===== src/design/sld_pkg.sv =====
// ----------------------------------------------------------------------------
// sld_pkg: shared types and constants for the sync/length/checksum deframer
// Holds the configuration register indexes, the status codes and the record
// types passed between the parser core and the top level.
// ----------------------------------------------------------------------------
package sld_pkg;

    localparam int unsigned BYTE_W     = 8;
    localparam int unsigned SUM_W      = 16;
    localparam int unsigned CFG_IDX_W  = 2;
    localparam int unsigned STATUS_W   = 3;
    localparam int unsigned OUT_DATA_W = 24;

    // The body is the length code plus this many bytes.
    localparam logic [BYTE_W-1:0] LENGTH_EXTRA    = 8'd7;
    // Largest code whose body total still fits in a byte.
    localparam logic [BYTE_W-1:0] LENGTH_CODE_CAP = 8'd248;

    localparam logic [BYTE_W-1:0] SYNC_FIRST_RST  = 8'h5A;
    localparam logic [BYTE_W-1:0] SYNC_SECOND_RST = 8'hA5;
    localparam logic [BYTE_W-1:0] MAX_LEN_RST     = 8'd136;

    typedef enum logic [CFG_IDX_W-1:0] {
        REG_SYNC_FIRST  = 2'd0,
        REG_SYNC_SECOND = 2'd1,
        REG_MAX_LENGTH  = 2'd2
    } t_cfg_reg;

    typedef enum logic [STATUS_W-1:0] {
        ST_HUNTING    = 3'd0,
        ST_FIRST_SYNC = 3'd1,
        ST_IN_BODY    = 3'd2,
        ST_FRAME_GOOD = 3'd3,
        ST_SUM_BAD    = 3'd4,
        ST_LEN_REJECT = 3'd5
    } t_status;

    typedef struct packed {
        logic [BYTE_W-1:0] sync_first;
        logic [BYTE_W-1:0] sync_second;
        logic [BYTE_W-1:0] max_length_code;
    } t_cfg;

    typedef struct packed {
        t_status           status;
        logic              body_valid;
        logic [BYTE_W-1:0] body_index;
        logic [BYTE_W-1:0] body_byte;
    } t_result;

endpackage


===== src/design/sld_cfg_regs.sv =====
// ----------------------------------------------------------------------------
// sld_cfg_regs: configuration register file
// Three byte-wide registers written through a valid/ready channel. Writes to
// an index beyond the register list are accepted and dropped.
// ----------------------------------------------------------------------------
module sld_cfg_regs (
    input  logic                           i_clk,
    input  logic                           i_rst_n,
    input  logic                           i_wr_en,
    input  logic [sld_pkg::CFG_IDX_W-1:0]  i_wr_index,
    input  logic [sld_pkg::BYTE_W-1:0]     i_wr_data,
    output sld_pkg::t_cfg                  o_cfg
);

    sld_pkg::t_cfg r_cfg;
    sld_pkg::t_cfg n_cfg;

    always_comb begin
        n_cfg = r_cfg;
        if (i_wr_en) begin
            unique case (i_wr_index)
                sld_pkg::REG_SYNC_FIRST:  n_cfg.sync_first      = i_wr_data;
                sld_pkg::REG_SYNC_SECOND: n_cfg.sync_second     = i_wr_data;
                sld_pkg::REG_MAX_LENGTH:  n_cfg.max_length_code = i_wr_data;
                default:                  n_cfg = r_cfg;
            endcase
        end
    end

    always_ff @(posedge i_clk) begin
        if (!i_rst_n) begin
            r_cfg.sync_first      <= sld_pkg::SYNC_FIRST_RST;
            r_cfg.sync_second     <= sld_pkg::SYNC_SECOND_RST;
            r_cfg.max_length_code <= sld_pkg::MAX_LEN_RST;
        end else begin
            r_cfg <= n_cfg;
        end
    end

    assign o_cfg = r_cfg;

endmodule


===== src/design/sld_parser.sv =====
// ----------------------------------------------------------------------------
// sld_parser: frame parser core
// Holds the hunt and body state and works out the result for one byte.
// State advances only on cycles where i_step is high.
// ----------------------------------------------------------------------------
module sld_parser (
    input  logic                       i_clk,
    input  logic                       i_rst_n,
    input  logic                       i_step,
    input  logic [sld_pkg::BYTE_W-1:0] i_byte,
    input  sld_pkg::t_cfg              i_cfg,
    output sld_pkg::t_result           o_result
);

    logic                       r_first_seen, n_first_seen;
    logic                       r_in_body,    n_in_body;
    logic [sld_pkg::BYTE_W-1:0] r_position,   n_position;
    logic [sld_pkg::BYTE_W-1:0] r_total,      n_total;
    logic [sld_pkg::SUM_W-1:0]  r_sum,        n_sum;
    logic [sld_pkg::BYTE_W-1:0] r_prev,       n_prev;

    logic                       len_reject;
    logic [sld_pkg::BYTE_W-1:0] eff_total;
    logic [sld_pkg::BYTE_W:0]   pos_p1;
    logic [sld_pkg::BYTE_W:0]   pos_p2;
    logic [sld_pkg::SUM_W-1:0]  trailer;

    assign len_reject = (i_byte > i_cfg.max_length_code) ||
                        (i_byte > sld_pkg::LENGTH_CODE_CAP);
    // At the length byte the new total is used straight away.
    assign eff_total  = (r_position == '0) ? (i_byte + sld_pkg::LENGTH_EXTRA) : r_total;
    assign pos_p1     = {1'b0, r_position} + 9'd1;
    assign pos_p2     = {1'b0, r_position} + 9'd2;
    // Trailer is little-endian: the byte before the last is the low half.
    assign trailer    = {i_byte, r_prev};

    always_comb begin
        n_first_seen = r_first_seen;
        n_in_body    = r_in_body;
        n_position   = r_position;
        n_total      = r_total;
        n_sum        = r_sum;
        n_prev       = r_prev;
        o_result     = '0;

        if (r_in_body) begin
            if (r_position == '0 && len_reject) begin
                n_first_seen    = 1'b0;
                n_in_body       = 1'b0;
                n_position      = '0;
                n_sum           = '0;
                o_result.status = sld_pkg::ST_LEN_REJECT;
            end else begin
                n_total             = eff_total;
                n_prev              = i_byte;
                o_result.body_byte  = i_byte;
                o_result.body_index = r_position;
                o_result.body_valid = 1'b1;
                if (pos_p1 >= {1'b0, eff_total}) begin
                    o_result.status = (~r_sum == trailer) ? sld_pkg::ST_FRAME_GOOD
                                                          : sld_pkg::ST_SUM_BAD;
                    n_first_seen    = 1'b0;
                    n_in_body       = 1'b0;
                    n_position      = '0;
                    n_sum           = '0;
                end else begin
                    if (pos_p2 < {1'b0, eff_total}) begin
                        n_sum = r_sum + {8'd0, i_byte};
                    end
                    n_position      = pos_p1[sld_pkg::BYTE_W-1:0];
                    o_result.status = sld_pkg::ST_IN_BODY;
                end
            end
        end else if (!r_first_seen && i_byte == i_cfg.sync_first) begin
            n_first_seen    = 1'b1;
            o_result.status = sld_pkg::ST_FIRST_SYNC;
        end else if (r_first_seen && i_byte == i_cfg.sync_second) begin
            n_in_body       = 1'b1;
            n_position      = '0;
            n_sum           = '0;
            o_result.status = sld_pkg::ST_IN_BODY;
        end else begin
            n_first_seen    = 1'b0;
            n_in_body       = 1'b0;
            n_position      = '0;
            n_sum           = '0;
            o_result.status = sld_pkg::ST_HUNTING;
        end
    end

    always_ff @(posedge i_clk) begin
        if (!i_rst_n) begin
            r_first_seen <= 1'b0;
            r_in_body    <= 1'b0;
            r_position   <= '0;
            r_total      <= '0;
            r_sum        <= '0;
            r_prev       <= '0;
        end else if (i_step) begin
            r_first_seen <= n_first_seen;
            r_in_body    <= n_in_body;
            r_position   <= n_position;
            r_total      <= n_total;
            r_sum        <= n_sum;
            r_prev       <= n_prev;
        end
    end

endmodule


===== src/design/sync_length_checksum_deframer.sv =====
// A byte is taken into the input register and then parsed into the result register.
// Throughput: one byte per cycle while the result word is not held back by m_axis_tready.
// The input register and the result register both advance whenever the
// result register is empty or its word is being taken.
// Reset (synchronous, active low) empties both registers, puts the parser
// back to hunting and loads the default sync and length limit registers.
// ----------------------------------------------------------------------------
// sync_length_checksum_deframer: sync/length/checksum frame parser
// Hunts for a two-byte sync, then echoes each body byte with its index and
// reports the frame as good, checksum bad or length rejected.
// ----------------------------------------------------------------------------
module sync_length_checksum_deframer (
    input  logic                           i_clk,
    input  logic                           i_rst_n,
    // Configuration write channel.
    input  logic                           i_cfg_valid,
    output logic                           o_cfg_ready,
    input  logic [sld_pkg::CFG_IDX_W-1:0]  i_cfg_index,
    input  logic [sld_pkg::BYTE_W-1:0]     i_cfg_data,
    // Received bytes.
    input  logic                           s_axis_tvalid,
    output logic                           s_axis_tready,
    input  logic [sld_pkg::BYTE_W-1:0]     s_axis_tdata,  // [7:0] rx_byte
    // Results.
    output logic                           m_axis_tvalid,
    input  logic                           m_axis_tready,
    // [7:0] body_byte, [15:8] body_index, [16] body_valid, [19:17] status,
    // [23:20] zero
    output logic [sld_pkg::OUT_DATA_W-1:0] m_axis_tdata
);

    sld_pkg::t_cfg              cfg;
    sld_pkg::t_result           result;
    logic                       advance;
    logic                       step;

    logic                       r_in_valid;
    logic [sld_pkg::BYTE_W-1:0] r_in_byte;
    logic                       r_out_valid;
    sld_pkg::t_result           r_out_result;

    assign o_cfg_ready = 1'b1;

    sld_cfg_regs u_cfg (
        .i_clk      (i_clk),
        .i_rst_n    (i_rst_n),
        .i_wr_en    (i_cfg_valid),
        .i_wr_index (i_cfg_index),
        .i_wr_data  (i_cfg_data),
        .o_cfg      (cfg)
    );

    assign advance       = !r_out_valid || m_axis_tready;
    assign step          = advance && r_in_valid;
    assign s_axis_tready = !r_in_valid || advance;

    sld_parser u_parser (
        .i_clk    (i_clk),
        .i_rst_n  (i_rst_n),
        .i_step   (step),
        .i_byte   (r_in_byte),
        .i_cfg    (cfg),
        .o_result (result)
    );

    always_ff @(posedge i_clk) begin
        if (!i_rst_n) begin
            r_in_valid  <= 1'b0;
            r_out_valid <= 1'b0;
        end else begin
            if (s_axis_tready) begin
                r_in_valid <= s_axis_tvalid;
            end
            if (advance) begin
                r_out_valid <= r_in_valid;
            end
        end
    end

    always_ff @(posedge i_clk) begin
        if (s_axis_tvalid && s_axis_tready) begin
            r_in_byte <= s_axis_tdata;
        end
        if (step) begin
            r_out_result <= result;
        end
    end

    assign m_axis_tvalid = r_out_valid;
    assign m_axis_tdata  = {4'd0, r_out_result};

endmodule

===== config.mk =====
export PLATFORM = sky130hd
export DESIGN_NAME = sync_length_checksum_deframer
export DESIGN_NICKNAME = d
export VERILOG_FILES = /design/src/design/sld_pkg.sv /design/src/design/sld_cfg_regs.sv /design/src/design/sld_parser.sv /design/src/design/sync_length_checksum_deframer.sv
export SDC_FILE = /design/constraint.sdc
export NUM_CORES = 1
export LEC_CHECK = 0
export BUFFER_PORTS_ARGS = -buffer_cell sky130_fd_sc_hd__buf_2
export CAP_MARGIN = 20
export CORE_MARGIN = 5
export CORE_UTILIZATION = 35
export CTS_CLUSTER_SIZE = 14
export DETAILED_ROUTE_END_ITERATION = 7
export GPL_TIMING_DRIVEN = 0
export SLEW_MARGIN = 10
export SYNTH_ARGS = -nofsm -noshare
export SYNTH_HDL_FRONTEND = slang
export SYNTH_HIERARCHICAL = 1
export SYNTH_SLANG_ARGS = --single-unit

===== constraint.sdc =====
create_clock -name i_clk -period 3.2 [get_ports i_clk]
set_clock_uncertainty 0.05 [all_clocks]
set_input_delay 0.64 -clock i_clk [delete_from_list [all_inputs] [get_ports i_clk]]
set_output_delay 0.64 -clock i_clk [all_outputs]
set_load 0.01 [all_outputs]

==> results.sh <==
export IMPL_status="finished, violations left"
export IMPL_violations="negative setup slack"
export IMPL_antenna_found_initial=0
export IMPL_wire_per_inst_um=16.58
export IMPL_synth_distinct_cells=77
export IMPL_n_antenna_cell=0
export IMPL_grt_usage=0.1562
export IMPL_powerDensity_nw_per_um2=406.8
export IMPL_slew_violations=0
export IMPL_reg2reg_setup_slack_ns=-0.21
export IMPL_min_path_cells=2
export IMPL_placed_cells=873
export IMPL_synth_top_flop_cell="dfxtp_1"
export IMPL_area_delta_synth_final_pct=25.23
export IMPL_grt_max_degree=21
export IMPL_hold_start="u_parser/r_total[7]$_SDFFE_PN0P_"
export IMPL_layout_drive_gt1_share=0.2814
export IMPL_fin_cells=920
export IMPL_cp_end_kind="register"
export IMPL_clock_latency_ns=0.35
export IMPL_drt_total_wl_um=15260
export IMPL_synth_top_cell_area_share=0.2346
export IMPL_drt_iter0_markers=347
export IMPL_grt_pass1_vias=4727
export IMPL_min_period_ns=3.409
export IMPL_yosysTopAreaCell="dfxtp_1"
export IMPL_synth_async_reset_ratio=0
export IMPL_cp_arrival_ns=3.61
export IMPL_dp_hpwl_um=11240
export IMPL_gp_congestion=0.8853
export IMPL_tns_ns=-2.599
export IMPL_drc=0
export IMPL_layout_nets=754
export IMPL_internal_power_mw=2.234
export IMPL_timing_rr_end="u_parser/r_sum[1]$_SDFFE_PN0P_"
export IMPL_netlist_area_um2=5802
export IMPL_peakVddDrop_uv=262.0
export IMPL_worst_hold_path_endpoint="u_parser/r_total[7]$_SDFFE_PN0P_"
export IMPL_clk_pin_slew_ns=0.07
export IMPL_viasPerCell=5.198
export IMPL_p_clk_frac=0.411
export IMPL_worstRegToRegCells=16
export IMPL_grt_ovfl_total=0
export IMPL_synth_seq_cells=96
export IMPL_rsz0062_at_grt="true"
export IMPL_tightest_slew_ns=0.7783
export IMPL_power_switching_uw=721.3
export IMPL_drv_cap=0
export IMPL_required_ns=3.40
export IMPL_core_area_um2=16410
export IMPL_min_path_type="register to register"
export IMPL_p_leak_nw=3.005
export IMPL_die_h_um=138.8
export IMPL_io_buffers=44
export IMPL_row_count=47
export IMPL_yosysSeqAreaShare=0.3796
export IMPL_cts_root_buffer="clkbuf_16"
export IMPL_clkSinkCount=96
export IMPL_cts_max_level=3
export IMPL_postRouteAntennaNets=0
export IMPL_firstDrtPassIters=5
export IMPL_fmax_mhz=293.4
export IMPL_routed_via_count=4782
export IMPL_power_frac_comb=0.146
export IMPL_fin_ws_ns=-0.2086
export IMPL_synth_edff_count=28
export IMPL_yosys_warnings=6
export IMPL_start_util=0.3536
export IMPL_cts_tree="done"
export IMPL_die_area_um2=19250
export IMPL_cts_buffers=9
export IMPL_clockBufferDepth=2
export IMPL_crit_type="register to register"
export IMPL_netlist_top_cells_area="dfxtp_1 23%, edfxtp_1 14%, ha_1 7.5%, xnor2_1 6.5%, mux2i_1 6.0%"
export IMPL_start_kind="register"
export IMPL_setup_viol=22
export IMPL_reg2reg_from="u_parser/r_position[1]$_SDFFE_PN0P_"
export IMPL_syn_inst=605
export IMPL_slew_headroom=0.4812
export IMPL_synth_common_cells="68 x dfxtp_1, 48 x nand2_1, 43 x xnor2_1"
export IMPL_crit_path_start="u_parser/r_position[1]$_SDFFE_PN0P_"
export IMPL_finalHoldViolCount=0
export IMPL_cp_max_fo=8
export IMPL_fin_crit_sh=1.065
export IMPL_syn_mean_instance_area_um2=9.590
export IMPL_grt_pass1_wl_um=24380
export IMPL_die_x_um=138.8
export IMPL_swShare=0.2441
export IMPL_yosysMostFrequentCell="dfxtp_1"
export IMPL_p_seq_frac=0.444
export IMPL_ios=50
## what timing repair did
item	CTS	global route
pin swaps	19	16
gates resized for setup	46	39
setup endpoints to repair	29	40
hold buffers	0	0
setup buffers	19	11
cloned	2	2
## per-layer routing
metal / share of wire / global-route usage / vias up
met4: 0.018 / 0.05458 / 0
met1: 0.44 / 0.2024 / 2274
met5: 0 / 0 / -
met3: 0.064 / 0.04207 / 27
met2: 0.48 / 0.2523 / 167
li1: - / - / 2314
## cell families (layout without fill, tap and decap cells)
| family | count (synthesis) | in the layout | synth area share |
|---|---|---|---|
| adders and majority gates | 38 | 38 | 0.08324 |
| AOI/OAI and AO/OA | 111 | 111 | 0.1361 |
| xor gates and xnor gates | 53 | 53 | 0.08001 |
| and+or+nand+nor | 186 | 186 | 0.1829 |
| buffers and inverters | 82 | 174 | 0.07267 |
| DFF | 96 | 96 | 0.3796 |
| other | 2 | 5 | 0.001294 |
| muxes | 37 | 37 | 0.06427 |
## sequential cells by signal, summed over array words and instances (netlist names)
register,count
u_parser/r_in_body,1
u_parser/r_total,8
m_axis_tdata,20
m_axis_tvalid,1
u_parser/r_first_seen,1
r_in_valid,1
r_in_byte,8
u_cfg/o_cfg,24
u_parser/r_sum,16
u_parser/r_prev,8
u_parser/r_position,8
## how the worst max path moves through the flow
| stage | cells after the start | end | slack (ns) |
|---|---|---|---|
| after floorplan | 16 | u_parser/r_sum[9]$_SDFFE_PN0P_ | -0.0008 |
| after global placement | 9 | u_parser/r_sum[0]$_SDFFE_PN0P_ | -0.96 |
| after detailed placement | 16 | u_parser/r_sum[1]$_SDFFE_PN0P_ | -0.77 |
| after CTS | 16 | u_parser/r_sum[1]$_SDFFE_PN0P_ | -0.20 |
| after global routing | 14 | u_parser/r_sum[9]$_SDFFE_PN0P_ | -0.34 |
| final | 16 | u_parser/r_sum[1]$_SDFFE_PN0P_ | -0.21 |
## layout make-up
cell class	count	area (um^2)
fillers	1572	9141
multi-input cells	430	3461
flip-flops and latches	96	2211
repair buffers	78	523.0
plain buffers	45	320.3
well taps	220	275.3
clock buffers	10	229.0
inverters	35	138.9
clock inverters	6	107.6
## placed cells by master, fill, tap and decap left out, types with 7 or more instances in the layout
master	netlist	layout
a21o_1	8	8
a21oi_1	34	27
and2_1	7	7
and3_1	15	15
buf_2	9	52
buf_4	13	36
buf_6	7	13
clkbuf_1	17	13
clkbuf_16	0	10
dfxtp_1	68	65
edfxtp_1	28	28
ha_1	35	29
inv_1	34	30
mux2i_1	35	34
nand2_1	48	46
nand3_1	17	17
nor2_1	29	27
nor2b_1	9	8
o211ai_1	14	14
xnor2_1	43	43
xor2_1	10	9
## metrics by stage
stage                     setup slack, ns  utilization  cell area, um^2  total power, mW  hold slack, ns
after floorplan                -0.0007978            -             5819            1.588          0.3847
after global placement            -0.9558       0.3849             6315            1.685          0.3951
after detailed placement          -0.7705       0.3860             6332            1.701          0.3996
after CTS                         -0.2031       0.4256             6983            2.948          0.3958
after global routing              -0.3414       0.4428             7266            3.080          0.3977
final                             -0.2086       0.4428             7266            2.955          0.4059
## worst max-delay path, cell delays in order (launching register included)
cell	delay (ns)
dfxtp_4	0.35
inv_4	0.06
ha_4	0.12
nor4b_4	0.31
buf_4	0.19
and2_4	0.15
mux2i_4	0.27
buf_6	0.12
ha_1	0.13
a21o_1	0.11
a21oi_1	0.06
o21a_1	0.13
maj3_4	0.36
o2111a_2	0.30
a21o_1	0.20
buf_6	0.15
a32o_1	0.24
## power by group through the flow
stage / sequential (mW) / combinational [mW] / clock (mW)
detailed placement: 1.34 / 0.360 / 0
global placement: 1.34 / 0.345 / 0
global route: 1.32 / 0.472 / 1.29
CTS: 1.31 / 0.393 / 1.24
finish: 1.31 / 0.430 / 1.21
floorplan: 1.34 / 0.248 / 0
(Power assumes the default switching activity.)
